### src/rtl/core/kpdc_pkg.sv
package kpdc_pkg;

  // Field widths fixed by the key scan interface
  localparam int unsigned DEBOUNCE_W = 8;
  localparam int unsigned HOLD_W     = 16;
  localparam int unsigned CFG_DATA_W = 16;
  localparam int unsigned CFG_IDX_W  = 2;

  // Register defaults after reset
  localparam logic [DEBOUNCE_W-1:0] DEBOUNCE_TICKS_RST   = 8'd3;
  localparam logic [HOLD_W-1:0]     LONG_TICKS_RST       = 16'd125;
  localparam logic [HOLD_W-1:0]     SUPER_LONG_TICKS_RST = 16'd500;

  // Configuration register indexes
  typedef enum logic [CFG_IDX_W-1:0] {
    CFG_DEBOUNCE_TICKS   = 2'd0,
    CFG_LONG_TICKS       = 2'd1,
    CFG_SUPER_LONG_TICKS = 2'd2
  } cfg_idx_t;

  // Recorded key; zero means no key is recorded
  typedef enum logic [2:0] {
    KEY_NONE  = 3'd0,
    KEY_UP    = 3'd1,
    KEY_DOWN  = 3'd2,
    KEY_ENTER = 3'd3,
    KEY_BACK  = 3'd4
  } held_key_t;

  // Event kinds as they appear on press_kind
  typedef enum logic [1:0] {
    KIND_SHORT = 2'd0,
    KIND_LONG  = 2'd1,
    KIND_SUPER = 2'd2
  } press_kind_t;

  // Key numbers as they appear on key_id
  localparam logic [1:0] KEY_ID_UP    = 2'd0;
  localparam logic [1:0] KEY_ID_DOWN  = 2'd1;
  localparam logic [1:0] KEY_ID_ENTER = 2'd2;
  localparam logic [1:0] KEY_ID_BACK  = 2'd3;

  // One scan tick: active-low key levels
  typedef struct packed {
    logic up_level;
    logic down_level;
    logic enter_level;
    logic back_level;
  } kpdc_in_t;

  // One key event
  typedef struct packed {
    logic [1:0] key_id;
    logic [1:0] press_kind;
  } kpdc_out_t;

  // Thresholds handed from the register block to the classifier
  typedef struct packed {
    logic [DEBOUNCE_W-1:0] debounce_ticks;
    logic [HOLD_W-1:0]     long_ticks;
    logic [HOLD_W-1:0]     super_long_ticks;
  } kpdc_cfg_t;

  // Map a recorded key to its key_id number
  function automatic logic [1:0] key_to_id(held_key_t key);
    logic [1:0] id;
    unique case (key)
      KEY_UP:    id = KEY_ID_UP;
      KEY_DOWN:  id = KEY_ID_DOWN;
      KEY_ENTER: id = KEY_ID_ENTER;
      KEY_BACK:  id = KEY_ID_BACK;
      default:   id = KEY_ID_BACK;
    endcase
    return id;
  endfunction

endpackage

### src/rtl/core/key_press_duration_classifier.sv
// Key press classifier for four active-low keys (up, down, enter, back).
// Each input item is one scan tick; it is registered, classified against the
// debounce, long and super-long thresholds, and any event lands in an output
// register as its tick leaves the input register. One item is taken every
// clock cycle unless the input is stalled. Ticks with no event keep flowing
// while an event waits on a stalled output; the input stalls only when a
// tick's event finds the output register full and stalled. The user must
// write thresholds through the cfg port while no ticks are in flight; the
// block itself does not enforce this.
module key_press_duration_classifier import kpdc_pkg::*; (
  input  logic                  clk,
  input  logic                  rst,
  input  logic                  in_valid,
  output logic                  in_stall,
  input  kpdc_in_t              in_item,
  output logic                  out_valid,
  input  logic                  out_stall,
  output kpdc_out_t             out_item,
  input  logic                  cfg_wr_en,
  input  logic [CFG_IDX_W-1:0]  cfg_index,
  input  logic [CFG_DATA_W-1:0] cfg_data
);

  kpdc_cfg_t cfg;
  logic      s1_valid;
  kpdc_in_t  s1_item;
  logic      emit;
  kpdc_out_t result;
  logic      out_free;
  logic      s1_adv;
  logic      in_accept;

  kpdc_cfg u_cfg (
    .clk       (clk),
    .rst       (rst),
    .cfg_wr_en (cfg_wr_en),
    .cfg_index (cfg_index),
    .cfg_data  (cfg_data),
    .cfg       (cfg)
  );

  kpdc_classify u_classify (
    .clk    (clk),
    .rst    (rst),
    .cfg    (cfg),
    .item   (s1_item),
    .step   (s1_adv),
    .emit   (emit),
    .result (result)
  );

  // Move a tick on when it has no event or the output slot is free
  assign out_free  = !out_valid || !out_stall;
  assign s1_adv    = s1_valid && (!emit || out_free);
  assign in_stall  = s1_valid && !s1_adv;
  assign in_accept = in_valid && !in_stall;

  // Input register
  always_ff @(posedge clk) begin
    if (rst) begin
      s1_valid <= 1'b0;
    end else if (in_accept) begin
      s1_valid <= 1'b1;
    end else if (s1_adv) begin
      s1_valid <= 1'b0;
    end
  end

  always_ff @(posedge clk) begin
    if (in_accept) begin
      s1_item <= in_item;
    end
  end

  // Output register: load an event, drop it once taken
  always_ff @(posedge clk) begin
    if (rst) begin
      out_valid <= 1'b0;
    end else if (s1_adv && emit) begin
      out_valid <= 1'b1;
    end else if (!out_stall) begin
      out_valid <= 1'b0;
    end
  end

  always_ff @(posedge clk) begin
    if (s1_adv && emit) begin
      out_item <= result;
    end
  end

endmodule

### src/rtl/core/kpdc_cfg.sv
module kpdc_cfg import kpdc_pkg::*; (
  input  logic                  clk,
  input  logic                  rst,
  input  logic                  cfg_wr_en,
  input  logic [CFG_IDX_W-1:0]  cfg_index,
  input  logic [CFG_DATA_W-1:0] cfg_data,
  output kpdc_cfg_t             cfg
);

  // Write the addressed threshold; indexes past the list are dropped
  always_ff @(posedge clk) begin
    if (rst) begin
      cfg.debounce_ticks   <= DEBOUNCE_TICKS_RST;
      cfg.long_ticks       <= LONG_TICKS_RST;
      cfg.super_long_ticks <= SUPER_LONG_TICKS_RST;
    end else if (cfg_wr_en) begin
      unique case (cfg_idx_t'(cfg_index))
        CFG_DEBOUNCE_TICKS:   cfg.debounce_ticks   <= cfg_data[DEBOUNCE_W-1:0];
        CFG_LONG_TICKS:       cfg.long_ticks       <= cfg_data[HOLD_W-1:0];
        CFG_SUPER_LONG_TICKS: cfg.super_long_ticks <= cfg_data[HOLD_W-1:0];
        default: begin
        end
      endcase
    end
  end

endmodule

### src/rtl/core/kpdc_classify.sv
module kpdc_classify import kpdc_pkg::*; (
  input  logic      clk,
  input  logic      rst,
  input  kpdc_cfg_t cfg,
  input  kpdc_in_t  item,
  input  logic      step,
  output logic      emit,
  output kpdc_out_t result
);

  logic                  armed;
  logic                  armed_next;
  logic [DEBOUNCE_W-1:0] debounce_count;
  logic [DEBOUNCE_W-1:0] debounce_count_next;
  logic                  press_active;
  logic                  press_active_next;
  logic                  long_seen;
  logic                  long_seen_next;
  logic [HOLD_W-1:0]     hold_count;
  logic [HOLD_W-1:0]     hold_count_next;
  held_key_t             held_key;
  held_key_t             held_key_next;

  logic        up;
  logic        down;
  logic        enter;
  logic        back;
  logic        any;
  held_key_t   emit_key;
  press_kind_t emit_kind;

  assign up    = !item.up_level;
  assign down  = !item.down_level;
  assign enter = !item.enter_level;
  assign back  = !item.back_level;
  assign any   = up || down || enter || back;

  // Work out the next state and the event for the tick at the input register
  always_comb begin
    armed_next          = armed;
    debounce_count_next = debounce_count;
    press_active_next   = press_active;
    long_seen_next      = long_seen;
    hold_count_next     = hold_count;
    held_key_next       = held_key;
    emit                = 1'b0;
    emit_key            = KEY_NONE;
    emit_kind           = KIND_SHORT;

    // Debounce: count ticks with a key down until the press qualifies
    if (armed && any) begin
      if (debounce_count < cfg.debounce_ticks) begin
        debounce_count_next = debounce_count + 1'b1;
      end
      if (debounce_count_next >= cfg.debounce_ticks) begin
        armed_next        = 1'b0;
        press_active_next = 1'b1;
      end
    end

    // Hold: saturate the count, track the key, check the thresholds
    if (press_active_next && any) begin
      if (hold_count != {HOLD_W{1'b1}}) begin
        hold_count_next = hold_count + 1'b1;
      end
      priority if (up)    held_key_next = KEY_UP;
      else if (down)      held_key_next = KEY_DOWN;
      else if (enter)     held_key_next = KEY_ENTER;
      else                held_key_next = KEY_BACK;

      if (hold_count_next >= cfg.long_ticks && !long_seen) begin
        long_seen_next = 1'b1;
        if (held_key_next != KEY_ENTER) begin
          press_active_next = 1'b0;
        end
        emit          = 1'b1;
        emit_key      = held_key_next;
        emit_kind     = KIND_LONG;
        held_key_next = KEY_NONE;
      end

      // Enter only: super-long once the long event has gone out
      if (held_key_next == KEY_ENTER && hold_count_next >= cfg.super_long_ticks &&
          long_seen_next) begin
        long_seen_next    = 1'b0;
        press_active_next = 1'b0;
        emit              = 1'b1;
        emit_key          = held_key_next;
        emit_kind         = KIND_SUPER;
        held_key_next     = KEY_NONE;
      end
    end

    // Release: report a short press if still under the long threshold, then re-arm
    if (!any) begin
      armed_next          = 1'b1;
      debounce_count_next = '0;
      long_seen_next      = 1'b0;
      press_active_next   = 1'b0;
      if (held_key != KEY_NONE && hold_count < cfg.long_ticks) begin
        emit      = 1'b1;
        emit_key  = held_key;
        emit_kind = KIND_SHORT;
      end
      hold_count_next = '0;
      held_key_next   = KEY_NONE;
    end
  end

  assign result.key_id     = key_to_id(emit_key);
  assign result.press_kind = emit_kind;

  // Advance the press state once per tick that leaves the input register
  always_ff @(posedge clk) begin
    if (rst) begin
      armed          <= 1'b1;
      debounce_count <= '0;
      press_active   <= 1'b0;
      long_seen      <= 1'b0;
      hold_count     <= '0;
      held_key       <= KEY_NONE;
    end else if (step) begin
      armed          <= armed_next;
      debounce_count <= debounce_count_next;
      press_active   <= press_active_next;
      long_seen      <= long_seen_next;
      hold_count     <= hold_count_next;
      held_key       <= held_key_next;
    end
  end

endmodule

### config.mk
export PLATFORM = sky130hd
export DESIGN_NAME = key_press_duration_classifier
export DESIGN_NICKNAME = d
export VERILOG_FILES = /design/src/rtl/core/kpdc_pkg.sv /design/src/rtl/core/key_press_duration_classifier.sv /design/src/rtl/core/kpdc_cfg.sv /design/src/rtl/core/kpdc_classify.sv
export SDC_FILE = /design/constraint.sdc
export NUM_CORES = 1
export LEC_CHECK = 0
export BUFFER_PORTS_ARGS = -buffer_cell sky130_fd_sc_hd__buf_2
export CAP_MARGIN = 10
export CORE_UTILIZATION = 50
export CTS_BUF_LIST = sky130_fd_sc_hd__clkbuf_8 sky130_fd_sc_hd__clkbuf_16
export DETAILED_ROUTE_END_ITERATION = 8
export GPL_TIMING_DRIVEN = 0
export PLACE_DENSITY = 0.7
export REMOVE_ABC_BUFFERS = 1
export SLEW_MARGIN = 15
export SYNTH_ARGS = -nofsm -noshare
export SYNTH_HDL_FRONTEND = slang
export SYNTH_SLANG_ARGS = --single-unit
### constraint.sdc
create_clock -name clk -period 4.4 [get_ports clk]
set_input_delay 0.66 -clock clk [delete_from_list [all_inputs] [get_ports clk]]
set_output_delay 0.66 -clock clk [all_outputs]
set_load 0.01 [all_outputs]
Word level (Yosys, flattened, before mapping):

Index checks and enable logic that the tools add are counted.

* input port bits: 27
* logic and storage cells: 122
* flip-flop bits (word level): 80
* output and inout bits: 6

* order comparisons: 5
* mux-type cells: 52
* $add $sub $neg: 2
* equal/unequal tests: 12
* reductions and logical operators: 34

Operator list (number)
* $mux W16: 4
* $mux W3: 14
* $ge A16 B16 Y1: 2
* $mux W8: 4
* $mux W1: 25
* $add A16 B1 Y16 const B: 1
* $lt A16 B16 Y1: 1
* $ne A16 B16 Y1 const B: 1
* $logic_and A1 B1 Y1: 10
* $logic_not A1 Y1: 10
* $reduce_and A2 Y1: 5
* $eq A3 B2 Y1 const B: 3
* $add A8 B1 Y8 const B: 1
* $ge A8 B8 Y1: 1
* $lt A8 B8 Y1: 1
* $mux W2: 4
* $ne A2 B2 Y1 const B: 3
* $pmux W2 S3: 1
* $logic_or A1 B1 Y1: 5
* $eq A3 B1 Y1 const B: 1
* $ne A3 B2 Y1 const B: 1
* $reduce_and A3 Y1: 1
* $reduce_bool A3 Y1: 1
* $eq A2 B1 Y1 const B: 1
* 4 further kinds: 4

Depth between registers and ports, before layout:

Gate-level depths: netlist of the first run.

* word-level depth: 30
* gate-level depth with buffers: 19
* mapped depth without buffers: 17

Hierarchy:

Synthesis of the first run repeated with hierarchy kept, for this count alone.

* cell total of the unflattened synthesis: 612
* area, all modules: 5308.8 µm²

By module, submodules not included
* kpdc_classify: instances 1, sequential area each 600.6 µm², cells an instance 430, area each 3313.2 µm²
* kpdc_cfg: instances 1, sequential area each 800.8 µm², cells an instance 161, area each 1662.8 µm²
* key_press_duration_classifier: instances 1, sequential area each 280.3 µm², cells an instance 21, area each 332.8 µm²

Least setup slack after synthesis of the first run:

OpenSTA, ideal clock, no wires.

* path kind: reg-to-output
* start: register u_classify.debounce_count[4]
* end: output port in_stall
* cell stages (with the launch flop): 17
* buffers on the path: 0
* path slack: 0.065 ns
* arrival time: 3.675 ns
* data required time: 3.740 ns
* path through: dfxtp_1 > ha_1 > and3_1 > a21oi_1 > o21ai_1 > o41a_1 > or3b_2 > xnor2_1 > ha_1 > and3_1 > a221o_1 > a31o_1 > a31o_2 > nand2_2 > o22ai_1 > nand3_1 > inv_1

* longest elaborated chain between the ends: 15
* elaborated cells between the ends (all ways): 16
* classes of those cells: add/sub (1); order compare (2); mux (7); reduce/logical (6)

RTL lines
* start, declared: RTL line kpdc_classify.sv:13 `logic [DEBOUNCE_W-1:0] debounce_count;`
* start signal, assigned: RTL line kpdc_classify.sv:124 `debounce_count <= debounce_count_next;`
* $add A8 B1 Y8 / $lt A8 B8 Y1 (equally long branches): RTL line kpdc_classify.sv:53, kpdc_classify.sv:52
* $mux W8 *: RTL line kpdc_classify.sv:52 `if (debounce_count < cfg.debounce_ticks) begin`
* $mux W8 *: RTL line kpdc_classify.sv:51 `if (armed && any) begin`
* $ge A8 B8 Y1 *: RTL line kpdc_classify.sv:55 `if (debounce_count_next >= cfg.debounce_ticks) begin`
* $mux W1 *: RTL line kpdc_classify.sv:55
* $mux W1 *: RTL line kpdc_classify.sv:51
* $logic_and A1 B1 Y1 *: RTL line kpdc_classify.sv:62 `if (press_active_next && any) begin`
* $mux W1 *: RTL line kpdc_classify.sv:62
* $mux W1: RTL line kpdc_classify.sv:100 `if (held_key != KEY_NONE && hold_count < cfg.long_ticks) begin`
* $mux W1 *: RTL line kpdc_classify.sv:95 `if (!any) begin`
* $logic_not A1 Y1 *: RTL line key_press_duration_classifier.sv:54 `assign s1_adv = s1_valid && (!emit || out_free);`
* $logic_or A1 B1 Y1 *: RTL line key_press_duration_classifier.sv:54
* $logic_and A1 B1 Y1 *: RTL line key_press_duration_classifier.sv:54
* $logic_not A1 Y1 *: RTL line key_press_duration_classifier.sv:55 `assign in_stall = s1_valid && !s1_adv;`
* $logic_and A1 B1 Y1 *: RTL line key_press_duration_classifier.sv:55
* end, declared: RTL line key_press_duration_classifier.sv:14 `output logic in_stall,`

Every way passes the cells marked *; elsewhere a longest branch is shown, timed or not. The select of a mux whose other input is x is not followed.

Worst setup path in the final report of the first run:

* start: register u_classify.debounce_count[1]
* end: output port in_stall

Same word-level chain as after synthesis.

==> results of run 1 <==
## worst paths after layout
path                                                           startpoint                                   end  depth (start not counted)
worst max register to register  u_classify.debounce_count[1]$_SDFFE_PP0P_  u_classify.press_active$_SDFFE_PP0P_                         18
worst max-delay path            u_classify.debounce_count[1]$_SDFFE_PP0P_                              in_stall                         17
worst min register to register                 u_cfg.cfg[10]$_SDFFE_PP0P_            u_cfg.cfg[10]$_SDFFE_PP0P_                          2
worst min-delay path                                           in_item[3]                  s1_item[3]$_DFFE_PP_                          1
## Yosys cell counts, types with 4 or more instances
library cell,count
nand4_1,10
nand3_1,19
o21ai_1,4
o21ai_0,14
nand2b_1,7
nor2_1,51
and4_1,4
xor2_1,4
a21oi_1,51
inv_1,46
xnor2_1,10
nor2b_1,5
a211o_1,11
edfxtp_1,8
and3_1,6
ha_1,64
a21o_1,7
nand3b_1,11
clkbuf_1,16
a22oi_1,12
and2_1,4
a22o_1,4
nor3_1,9
nand2_1,87
a211oi_1,6
o21a_1,4
dfxtp_1,72
## layout make-up
| cell class | count | area (um2) | area share |
|---|---|---|---|
| inverter | 46 | 177.7 | 0.02993 |
| tap | 133 | 166.4 | 0.02803 |
| timing repair buffer | 49 | 296.5 | 0.04995 |
| clock inverter | 7 | 96.34 | 0.01623 |
| sequential | 80 | 1708 | 0.2877 |
| multi-input combinational | 465 | 3368 | 0.5673 |
| clock buffer | 9 | 123.9 | 0.02086 |
## logic make-up after synthesis
logic type | Yosys count | synth area share
fa+ha+maj | 64 | 0.1578
xor+xnor | 14 | 0.02415
mux | 3 | 0.006655
flops | 80 | 0.3313
buf+inv | 67 | 0.05176
compound gates | 151 | 0.2066
simple gates | 233 | 0.2218
## metrics by stage
step	instances	TNS [ps]	power, mW	worst slack (ps)
global route	789	-6132	1.635	-453.2
detailed placement	757	-12800	0.9426	-545.6
global placement	756	-9885	0.9346	-505.2
floorplan	591	0	0.8831	65.45
CTS	784	-1691	1.569	-260.1
finish	789	-1826	1.569	-313.5
## flip-flops by register name, summed over array words and instances, names as in the netlist
register / count
u_cfg.cfg: 40
u_classify.hold_count: 16
u_classify.debounce_count: 8
out_item: 4
s1_item: 4
u_classify.held_key: 3
out_valid: 1
s1_valid: 1
u_classify.armed: 1
u_classify.long_seen: 1
u_classify.press_active: 1
## what timing repair did
item                       CTS  global route
hold buffers                 0             0
setup buffers               11             5
pin swaps                   19            11
resized for setup           44            21
setup endpoints to repair   38            33
## report_power, final
part | internal (mW) | total (mW) | switching, mW
clock | 0.320 | 0.616 | 0.296
sequential | 0.753 | 0.769 | 0.0162
combinational | 0.0774 | 0.184 | 0.107
## metal layers
layer / vias up / global-route usage / share of wire
met5: - / 0 / 0
met4: 0 / 0.1073 / 0.029
met3: 34 / 0.05017 / 0.030
met2: 90 / 0.4467 / 0.49
met1: 2179 / 0.3035 / 0.45
li1: 2281 / - / -
==> results.md, run 1 <==
* Status: finished, violations left
* Failing checks: setup timing
* CP required at ~3700 ps
* Cell Chain, Critical Path: ha_4 -> a21o_1 -> a21oi_2 -> o21ai_2 -> o41a_1 -> nor4b_2 -> xor2_1 -> ha_1 -> and3_4 -> a221o_1 -> a31o_1 -> a31o_4 -> nand2_4 -> o22ai_4 -> nand3_2 -> inv_2 -> buf_6
* Area leader, netlist: dfxtp_1
* Fin crit share at 1.071
* Die height at between 100 and 150 um
* Critical path class: flip-flop to output port
* Worst setup EP type: output port
* Synthesized area per cell at around 8.3 um2
* Least-Margin Pin Slew at approximately 1100 ps
* CORE AREA at approximately 9800 um2
* CP max FO at 5
* RSZ-0062 raised after global routing: yes
* Crit-path slowest cell: o41a_1
* Achievable Freq at ~210 MHz
* Ant diodes at 0
* TritonCTS Buffers at 9
* Worst Path Buf+Inv at 2
* Post-Synthesis Cells at about 610
* Detail Route Antenna Nets at 0
* Drc violations at 0
* Syn-to-layout area delta at 16.96%
* Final Hold Violating Endpoints at 0
* Vias post-DR at roughly 4600
* Clock skew at ~14 ps
* DP Wirelength at just under 9 mm
* Nets at 742
* Global-route wire length before repair at 20.67 mm
* Max Slew Vio Count at 0
* Number of global-route vias before repair at around 4400
* P per Cell Area at 264.3 nW/um2
* Antenna violations before repair at 0
* I/O Pins at 33
* Prevailing post-synth register cell: dfxtp_1
* Drt via density at about 5.8
* Die span in x at 102.8 um
* Area after DPL at about 5300 um2
* Post-synth EDFFs at 8
* CTS tree: done
* Worst min path class: input pin to flip-flop
* Cell area after synthesis at ~5100 um2
* # port buffers at 32
* Reg2Reg Setup Slack at -160 ps
* Clk slew on worst S/H paths at around 90 ps
* GRT overflow at 0
* CP delay by family, top: compound AO/OA/AOI/OAI gates
* GRT Overall Usage at 0.2547
* Clock root buffer: clkbuf_8
* Worst-Skew Late Latency at between 300 and 400 ps
* Cell row count at 36
* CP arrival at between 4000 and 5000 ps
* Max_slew headroom at 0.2363
* Register area share after synthesis at 0.3313
* TritonCTS Sinks at 80
* Final setup fails at 15
* # H-tree levels at 3
* Ranking of synthesized cells by area: dfxtp_1 28%, ha_1 16%, nand2_1 6.4%, a21oi_1 5.0%, edfxtp_1 4.7%
* Hold slack at approximately 450 ps
* Drt first-iter violations at 211
* Maximum vdd ir drop at 0.2258 mV
* Post-Route WL at ~13 mm
* Commonest non-fill, non-tap cells in the layout: 86 x nand2_1, 61 x dfxtp_1, 60 x ha_1
* Final worst slack at -313.5 ps
* Clock Tree Buf Depth at 2
* Leak at between 2 and 3 nW
* First drt pass iteration count at 5
* DR WL/cell at 15.87 um
* RD Place Congestion at between 0.8 and 0.9
* Commonest non-fill, non-tap cell in the layout: nand2_1
* Full die area at between 10000 and 15000 um2
* Largest net degree at the start of global routing at approximately 70
* Share of the synthesized area in the top cell type at 0.2840
* Synth Warn # at 0
* Max-cap violations at 0
* Final core occ at 0.6046
* Synth Register Bits at 80
* Layout cells sized above 1 at 0.1921
* Initial Util at 0.5169
* Asr flop ratio synth at 0
* # fillers at 884
* Min Tclk post-route at 4714 ps
* Finished Cell Area at roughly 6000 um2
* Max stage delay on crit path at 400 ps
* Yosys cell types at 68
* Worst Setup Start Kind: flip-flop
No activity file was read; power rests on OpenSTA's default activity.
==> inputs of run 2 (changes only) <==
--- a/config.mk
+++ b/config.mk
@@ -7,6 +7,7 @@
 export LEC_CHECK = 0
 export BUFFER_PORTS_ARGS = -buffer_cell sky130_fd_sc_hd__buf_2
 export CAP_MARGIN = 10
+export CORE_MARGIN = 5
 export CORE_UTILIZATION = 50
 export CTS_BUF_LIST = sky130_fd_sc_hd__clkbuf_8 sky130_fd_sc_hd__clkbuf_16
 export DETAILED_ROUTE_END_ITERATION = 8
==> run 2 against run 1 <==
Against the previous run: the run still ends with setup timing left; final cell count up 0.63%; setup slack got worse by 45 ps; routed wire length is 1.7% lower; worst hold slack better by 7.8 ps; largest cell class unchanged.
==> results.md, run 2 (synthesis gave the netlist of run 1 again) <==
* # fillers at 876
* Least-Margin Pin Slew at 1120 ps
* Clock root buffer: clkbuf_8
* CTS tree: done
* CP arrival at 4100 ps
* Max stage delay on crit path at 430 ps
* DR WL/cell at between 15 and 20 um
* Worst-Skew Late Latency at 360 ps
* Worst Setup Start Kind: flip-flop
* Crit-path slowest cell: o41a_1
* Hold path start: u_cfg.cfg[12]$_SDFFE_PP0P_
* Drt first-iter violations at about 260
* Largest registers: u_cfg.cfg x40, u_classify.hold_count x16, u_classify.debounce_count x8
* Placed Instances at between 700 and 800
* Achievable Freq at 210.2 MHz
* Worst Setup Slack post-DPL at -596.3 ps
* Clock skew at roughly 13 ps
* Cell row count at 36
* Global-route wire length before repair at 20.11 mm
* Status: finished, violations left
* Full die area at ~12000 um2
* CP Launch Point: u_classify.debounce_count[5]$_SDFFE_PP0P_
* CORE AREA at between 9000 and 10000 um2
* Max_slew headroom at 0.2519
* GRT Overall Usage at 0.1982
* Finished Cell Area at between 5000 and 6000 um2
* CP max FO at 5
* Die height at around 110 um
* Final setup fails at 16
* Worst Path Buf+Inv at 2
* Commonest non-fill, non-tap cell in the layout: nand2_1
* Worst min path class: flip-flop to flip-flop
* Fin crit share at 1.081
* Cell Chain, Critical Path: ha_4 -> and3_1 -> a21oi_2 -> o21ai_1 -> o41a_1 -> nor4b_2 -> xor2_1 -> ha_1 -> a21o_1 -> a221o_1 -> a31o_1 -> a31o_4 -> nand2_4 -> o22ai_4 -> nand3_2 -> inv_1 -> buf_2
* I/O Pins at 33
* Clk slew on worst S/H paths at about 80 ps
* Vias post-DR at between 4000 and 5000
* CP delay by family, top: compound AO/OA/AOI/OAI gates
* Min Tclk post-route at 4758 ps
* Max-cap violations at 0
* # H-tree levels at 3
* Area after DPL at approximately 5300 um2
* TritonCTS Buffers at 9
* Nets at 747
* Drt via density at about 5.7
* Final Hold Violating Endpoints at 0
* CP required at approximately 3700 ps
* Layout cells sized above 1 at 0.1936
* RSZ-0062 raised after global routing: yes
* Ant diodes at 0
* Max Slew Vio Count at 0
* Antenna violations before repair at 0
* Largest Register: u_cfg.cfg
* GRT overflow at 0
* Commonest non-fill, non-tap cells in the layout: 86 x nand2_1, 62 x dfxtp_1, 60 x ha_1
* Maximum vdd ir drop at around 0.2 mV
* Hold slack at 455.5 ps
* Syn-to-layout area delta at 17.60%
* Drc violations at 0
* Failing checks: setup timing
* Largest net degree at the start of global routing at 68
* Number of global-route vias before repair at roughly 4300
* Final worst slack at -358.5 ps
* Final cell count without fillers at 794
* Clock Tree Buf Depth at 2
* # port buffers at 32
* Worst setup EP type: output port
* Post-Route WL at between 10 and 15 mm
* Detail Route Antenna Nets at 0
* RR Startpoint: u_classify.hold_count[2]$_SDFFE_PP0P_
* TritonCTS Sinks at 80
* Leak at around 2.6 nW
* First drt pass iteration count at 5
* DP Wirelength at 8.624 mm
* Initial Util at 0.5169
* Die span in x at between 100 and 150 um
* RD Place Congestion at between 0.8 and 0.9
* P per Cell Area at 266.4 nW/um2
* Critical path class: flip-flop to output port
* Max reg flops at 40
[run 2: layout make-up]
type                       count  area (um2)  area share
timing repair buffer          54       331.6     0.05554
tap                          133       166.4     0.02788
sequential                    80        1707      0.2859
multi-input combinational    465        3354      0.5619
inverter                      46       175.2     0.02934
clock buffer                   9       123.9     0.02075
clock inverter                 7       111.4     0.01865
[run 2: power breakdown]
group | internal, mW | leakage (nW) | switching, mW
sequential | 0.753 | 0.664 | 0.0152
clock | 0.373 | 0.120 | 0.272
combinational | 0.0729 | 1.79 | 0.104
[run 2: what timing repair did]
action / 4_1_cts / 5_1_grt
endpoints found under the setup margin: 38 / 40
hold buffers: 0 / 0
gates cloned: 0 / 0
buffers inserted: 17 / 4
resized for setup: 44 / 16
pin swaps: 20 / 11
endpoints found under the hold margin: 0 / 0
[run 2: stage by stage]
step	TNS [ps]	utilization	power, mW
final	-1767	0.6079	1.590
after detailed placement	-15080	0.5423	0.9416
after CTS	-1862	0.5976	1.603
after global placement	-9898	0.5410	0.9345
after global routing	-7031	0.6079	1.658
after floorplan	0	-	0.8831
[run 2: worst register-to-register path: stages, from the launching register on]
cell and delay (ps):
dfxtp_1 510, and3_1 360, and4_1 280, nand3_1 110, mux2_2 340, ha_1 340
nand4_1 220, a211oi_2 340, a2111oi_2 90, a31o_2 310, o21a_2 190, o22ai_4 120
nand3_2 100, buf_4 160, buf_4 120, buf_4 120, buf_4 120, buf_4 120
buf_4 120, buf_4 120, buf_4 120, buf_4 120, buf_4 120, a21oi_1 130
[run 2: final timing paths]
kind                           endpoint  slack, ps  cells after the start
max                            in_stall       -360                     17
min          u_cfg.cfg[12]$_SDFFE_PP0P_        460                      2
max reg2reg       s1_valid$_SDFFE_PP0P_       -320                     23
min reg2reg  u_cfg.cfg[12]$_SDFFE_PP0P_        460                      2
[run 2: routing by layer]
layer  up-vias  global-route usage  share of wire  wire length [um]
li1       2286                   -              -                 -
met3        24             0.04967          0.033               411
met2        81              0.3414           0.50              6160
met1      2123              0.2398           0.44              5473
met5         -                   0              0                 0
met4         0             0.06897          0.021               261
==> inputs of run 3 (changes only) <==
--- a/config.mk
+++ b/config.mk
@@ -12,7 +12,7 @@
 export CTS_BUF_LIST = sky130_fd_sc_hd__clkbuf_8 sky130_fd_sc_hd__clkbuf_16
 export DETAILED_ROUTE_END_ITERATION = 8
 export GPL_TIMING_DRIVEN = 0
-export PLACE_DENSITY = 0.7
+export PLACE_DENSITY = 0.68
 export REMOVE_ABC_BUFFERS = 1
 export SLEW_MARGIN = 15
 export SYNTH_ARGS = -nofsm -noshare
==> constraint.sdc (replaced) <==
create_clock -name clk -period 6 [get_ports clk]
set_input_delay 0.9 -clock clk [delete_from_list [all_inputs] [get_ports clk]]
set_output_delay 0.9 -clock clk [all_outputs]
set_load 0.01 [all_outputs]
==> run 3 against run 2 <==
Against the previous run: clock power fell by 37%; sequential share of layout area grew 1.8 points; critical path depth shrank 1; die area unchanged; final cell count shrank 2.6%; register-to-register slack gained 1400 ps; the flow now finishes without violations; non-clock buffer count fell by 21; sequential power shrank 26%; worst hold slack better by 5.5 ps; setup slack improved by 880 ps; first-iteration DRC count down 6.3%; clock-buffer cell count unchanged.
==> results.md, run 3 (synthesis gave the netlist of run 1 again) <==
* Final cell count without fillers at ~770
* Ant diodes at 0
* Max Slew Vio Count at 0
* TritonCTS Buffers at 9
* Clock root buffer: clkbuf_8
* CTS tree: done
* Clock skew at 15.20 ps
* Max-cap violations at 0
* CORE AREA at roughly 9800 um2
* Number of global-route vias before repair at between 4000 and 5000
* Status: complete, no violations
* I/O Pins at 33
* Worst setup EP type: output port
* Leak at 2.392 nW
* Reg2Reg Setup Slack at ~1000 ps
* Die span in x at ~110 um
* Die height at between 100 and 150 um
* First drt pass iteration count at 5
* Drt via density at between 5 and 6
* Max reg flops at 40
* Full die area at 12270 um2
* Drt first-iter violations at roughly 240
* Final setup fails at 0
* P per Cell Area at 196.0 nW/um2
* RSZ-0062 raised after global routing: no
* Worst-Skew Late Latency at 350 ps
* DR WL/cell at 15.08 um
* Antenna violations before repair at 0
* # resized after CTS at 0
* Achievable Freq at approximately 180 MHz
* Initial Util at 0.5169
* CP max FO at 8
* Fin crit share at 0.9124
* # fillers at roughly 950
* Setup_tns at 0 ps
* Hold slack at around 460 ps
* Commonest non-fill, non-tap cells in the layout: 87 x nand2_1, 72 x dfxtp_1, 64 x ha_1
* Final Hold Violating Endpoints at 0
* Total power at around 1.1 mW
* Post-Route WL at 11.66 mm
* Detail Route Antenna Nets at 0
* TritonCTS Sinks at 80
* DP Wirelength at 8.876 mm
* Syn-to-layout area delta at 8.849%
* Min Tclk post-route at between 5000 and 6000 ps
* Critical path class: flip-flop to output port
* Nets at slightly above 700
* Commonest non-fill, non-tap cell in the layout: nand2_1
* Clock Tree Buf Depth at 2
* Drc violations at 0
* Cell row count at 36
* Register area at ~1700 um2
* # port buffers at 32
* Maximum vdd ir drop at between 0.1 and 0.15 mV
* # H-tree levels at 3
* Largest Register: u_cfg.cfg
* Global-route wire length before repair at between 15 and 20 mm
* RD Place Congestion at approximately 0.8
* Final worst slack at ~530 ps
* CTS Hold Buffers Added at 0
* Area of the multi-input gates at about 3100 um2
* GRT Overall Usage at 0.1903
* Clk slew on worst S/H paths at 90 ps
* Largest registers: u_cfg.cfg x40, u_classify.hold_count x16, u_classify.debounce_count x8
* GRT overflow at 0
* Worst Setup Start Kind: flip-flop
* CP arrival at between 4000 and 5000 ps
* Max_slew headroom at 0.2594
* Layout cells sized above 1 at 0.1078
* Vias post-DR at 4426
* Worst min path class: flip-flop to flip-flop
* Largest net degree at the start of global routing at slightly below 70
* CP required at about 5000 ps
* Least-Margin Pin Slew at roughly 1100 ps
* Placed Instances at around 760
* Worst Setup Slack post-DPL at 928.9 ps
* Postcts setup bufs at 0
-- run 3: critical path, stage by stage, from the launching register on --
cell and delay, ps:
dfxtp_1 470, and4_1 290, nand3_1 180, nor4_1 620
nor2_1 220, nand4_1 170, xnor2_1 140, ha_1 340
and3_1 150, o211ai_1 100, a2111o_1 400, a31o_2 310
o21a_2 170, o22ai_1 310, nand3_1 150, inv_1 70
buf_2 130
-- run 3: where the power goes --
group          leakage (nW)  switching, mW  internal, mW  total (mW)
Sequential            0.659         0.0111         0.554       0.565
Clock                0.0916          0.212         0.192       0.404
Combinational          1.64         0.0701        0.0440       0.114
-- run 3: final timing paths --
kind                                                       endpoint  depth (start not counted)                                  start
worst min register to register            u_cfg.cfg[1]$_SDFFE_PP0P_                          2              u_cfg.cfg[1]$_SDFFE_PP0P_
worst min-delay path                      u_cfg.cfg[1]$_SDFFE_PP0P_                          2              u_cfg.cfg[1]$_SDFFE_PP0P_
worst max register to register  u_classify.held_key[2]$_SDFFE_PP0P_                         15  u_classify.hold_count[3]$_SDFFE_PP0P_
worst max-delay path                                       in_stall                         16  u_classify.hold_count[3]$_SDFFE_PP0P_
-- run 3: through the flow --
| stage | util | area (um2) |
|---|---|---|
| after floorplan | - | 4986 |
| after global placement | 0.5410 | 5313 |
| after detailed placement | 0.5423 | 5325 |
| after CTS | 0.5622 | 5520 |
| after global routing | 0.5627 | 5525 |
| final | 0.5627 | 5525 |
-- run 3: layer usage --
metal | global-route usage | part of all wire
met1 | 0.2404 | 0.46
met2 | 0.3345 | 0.49
met3 | 0.03002 | 0.037
met4 | 0.05419 | 0.014
met5 | 0 | 0
-- run 3: final cells by class --
cell class / instances / share of cell area
Clock buffer: 9 / 0.02242
Clock inverter: 7 / 0.01291
Inverter: 46 / 0.03125
Multi-Input combinational cell: 465 / 0.5682
Sequential cell: 80 / 0.3043
Tap cell: 133 / 0.03012
Timing Repair Buffer: 33 / 0.03080
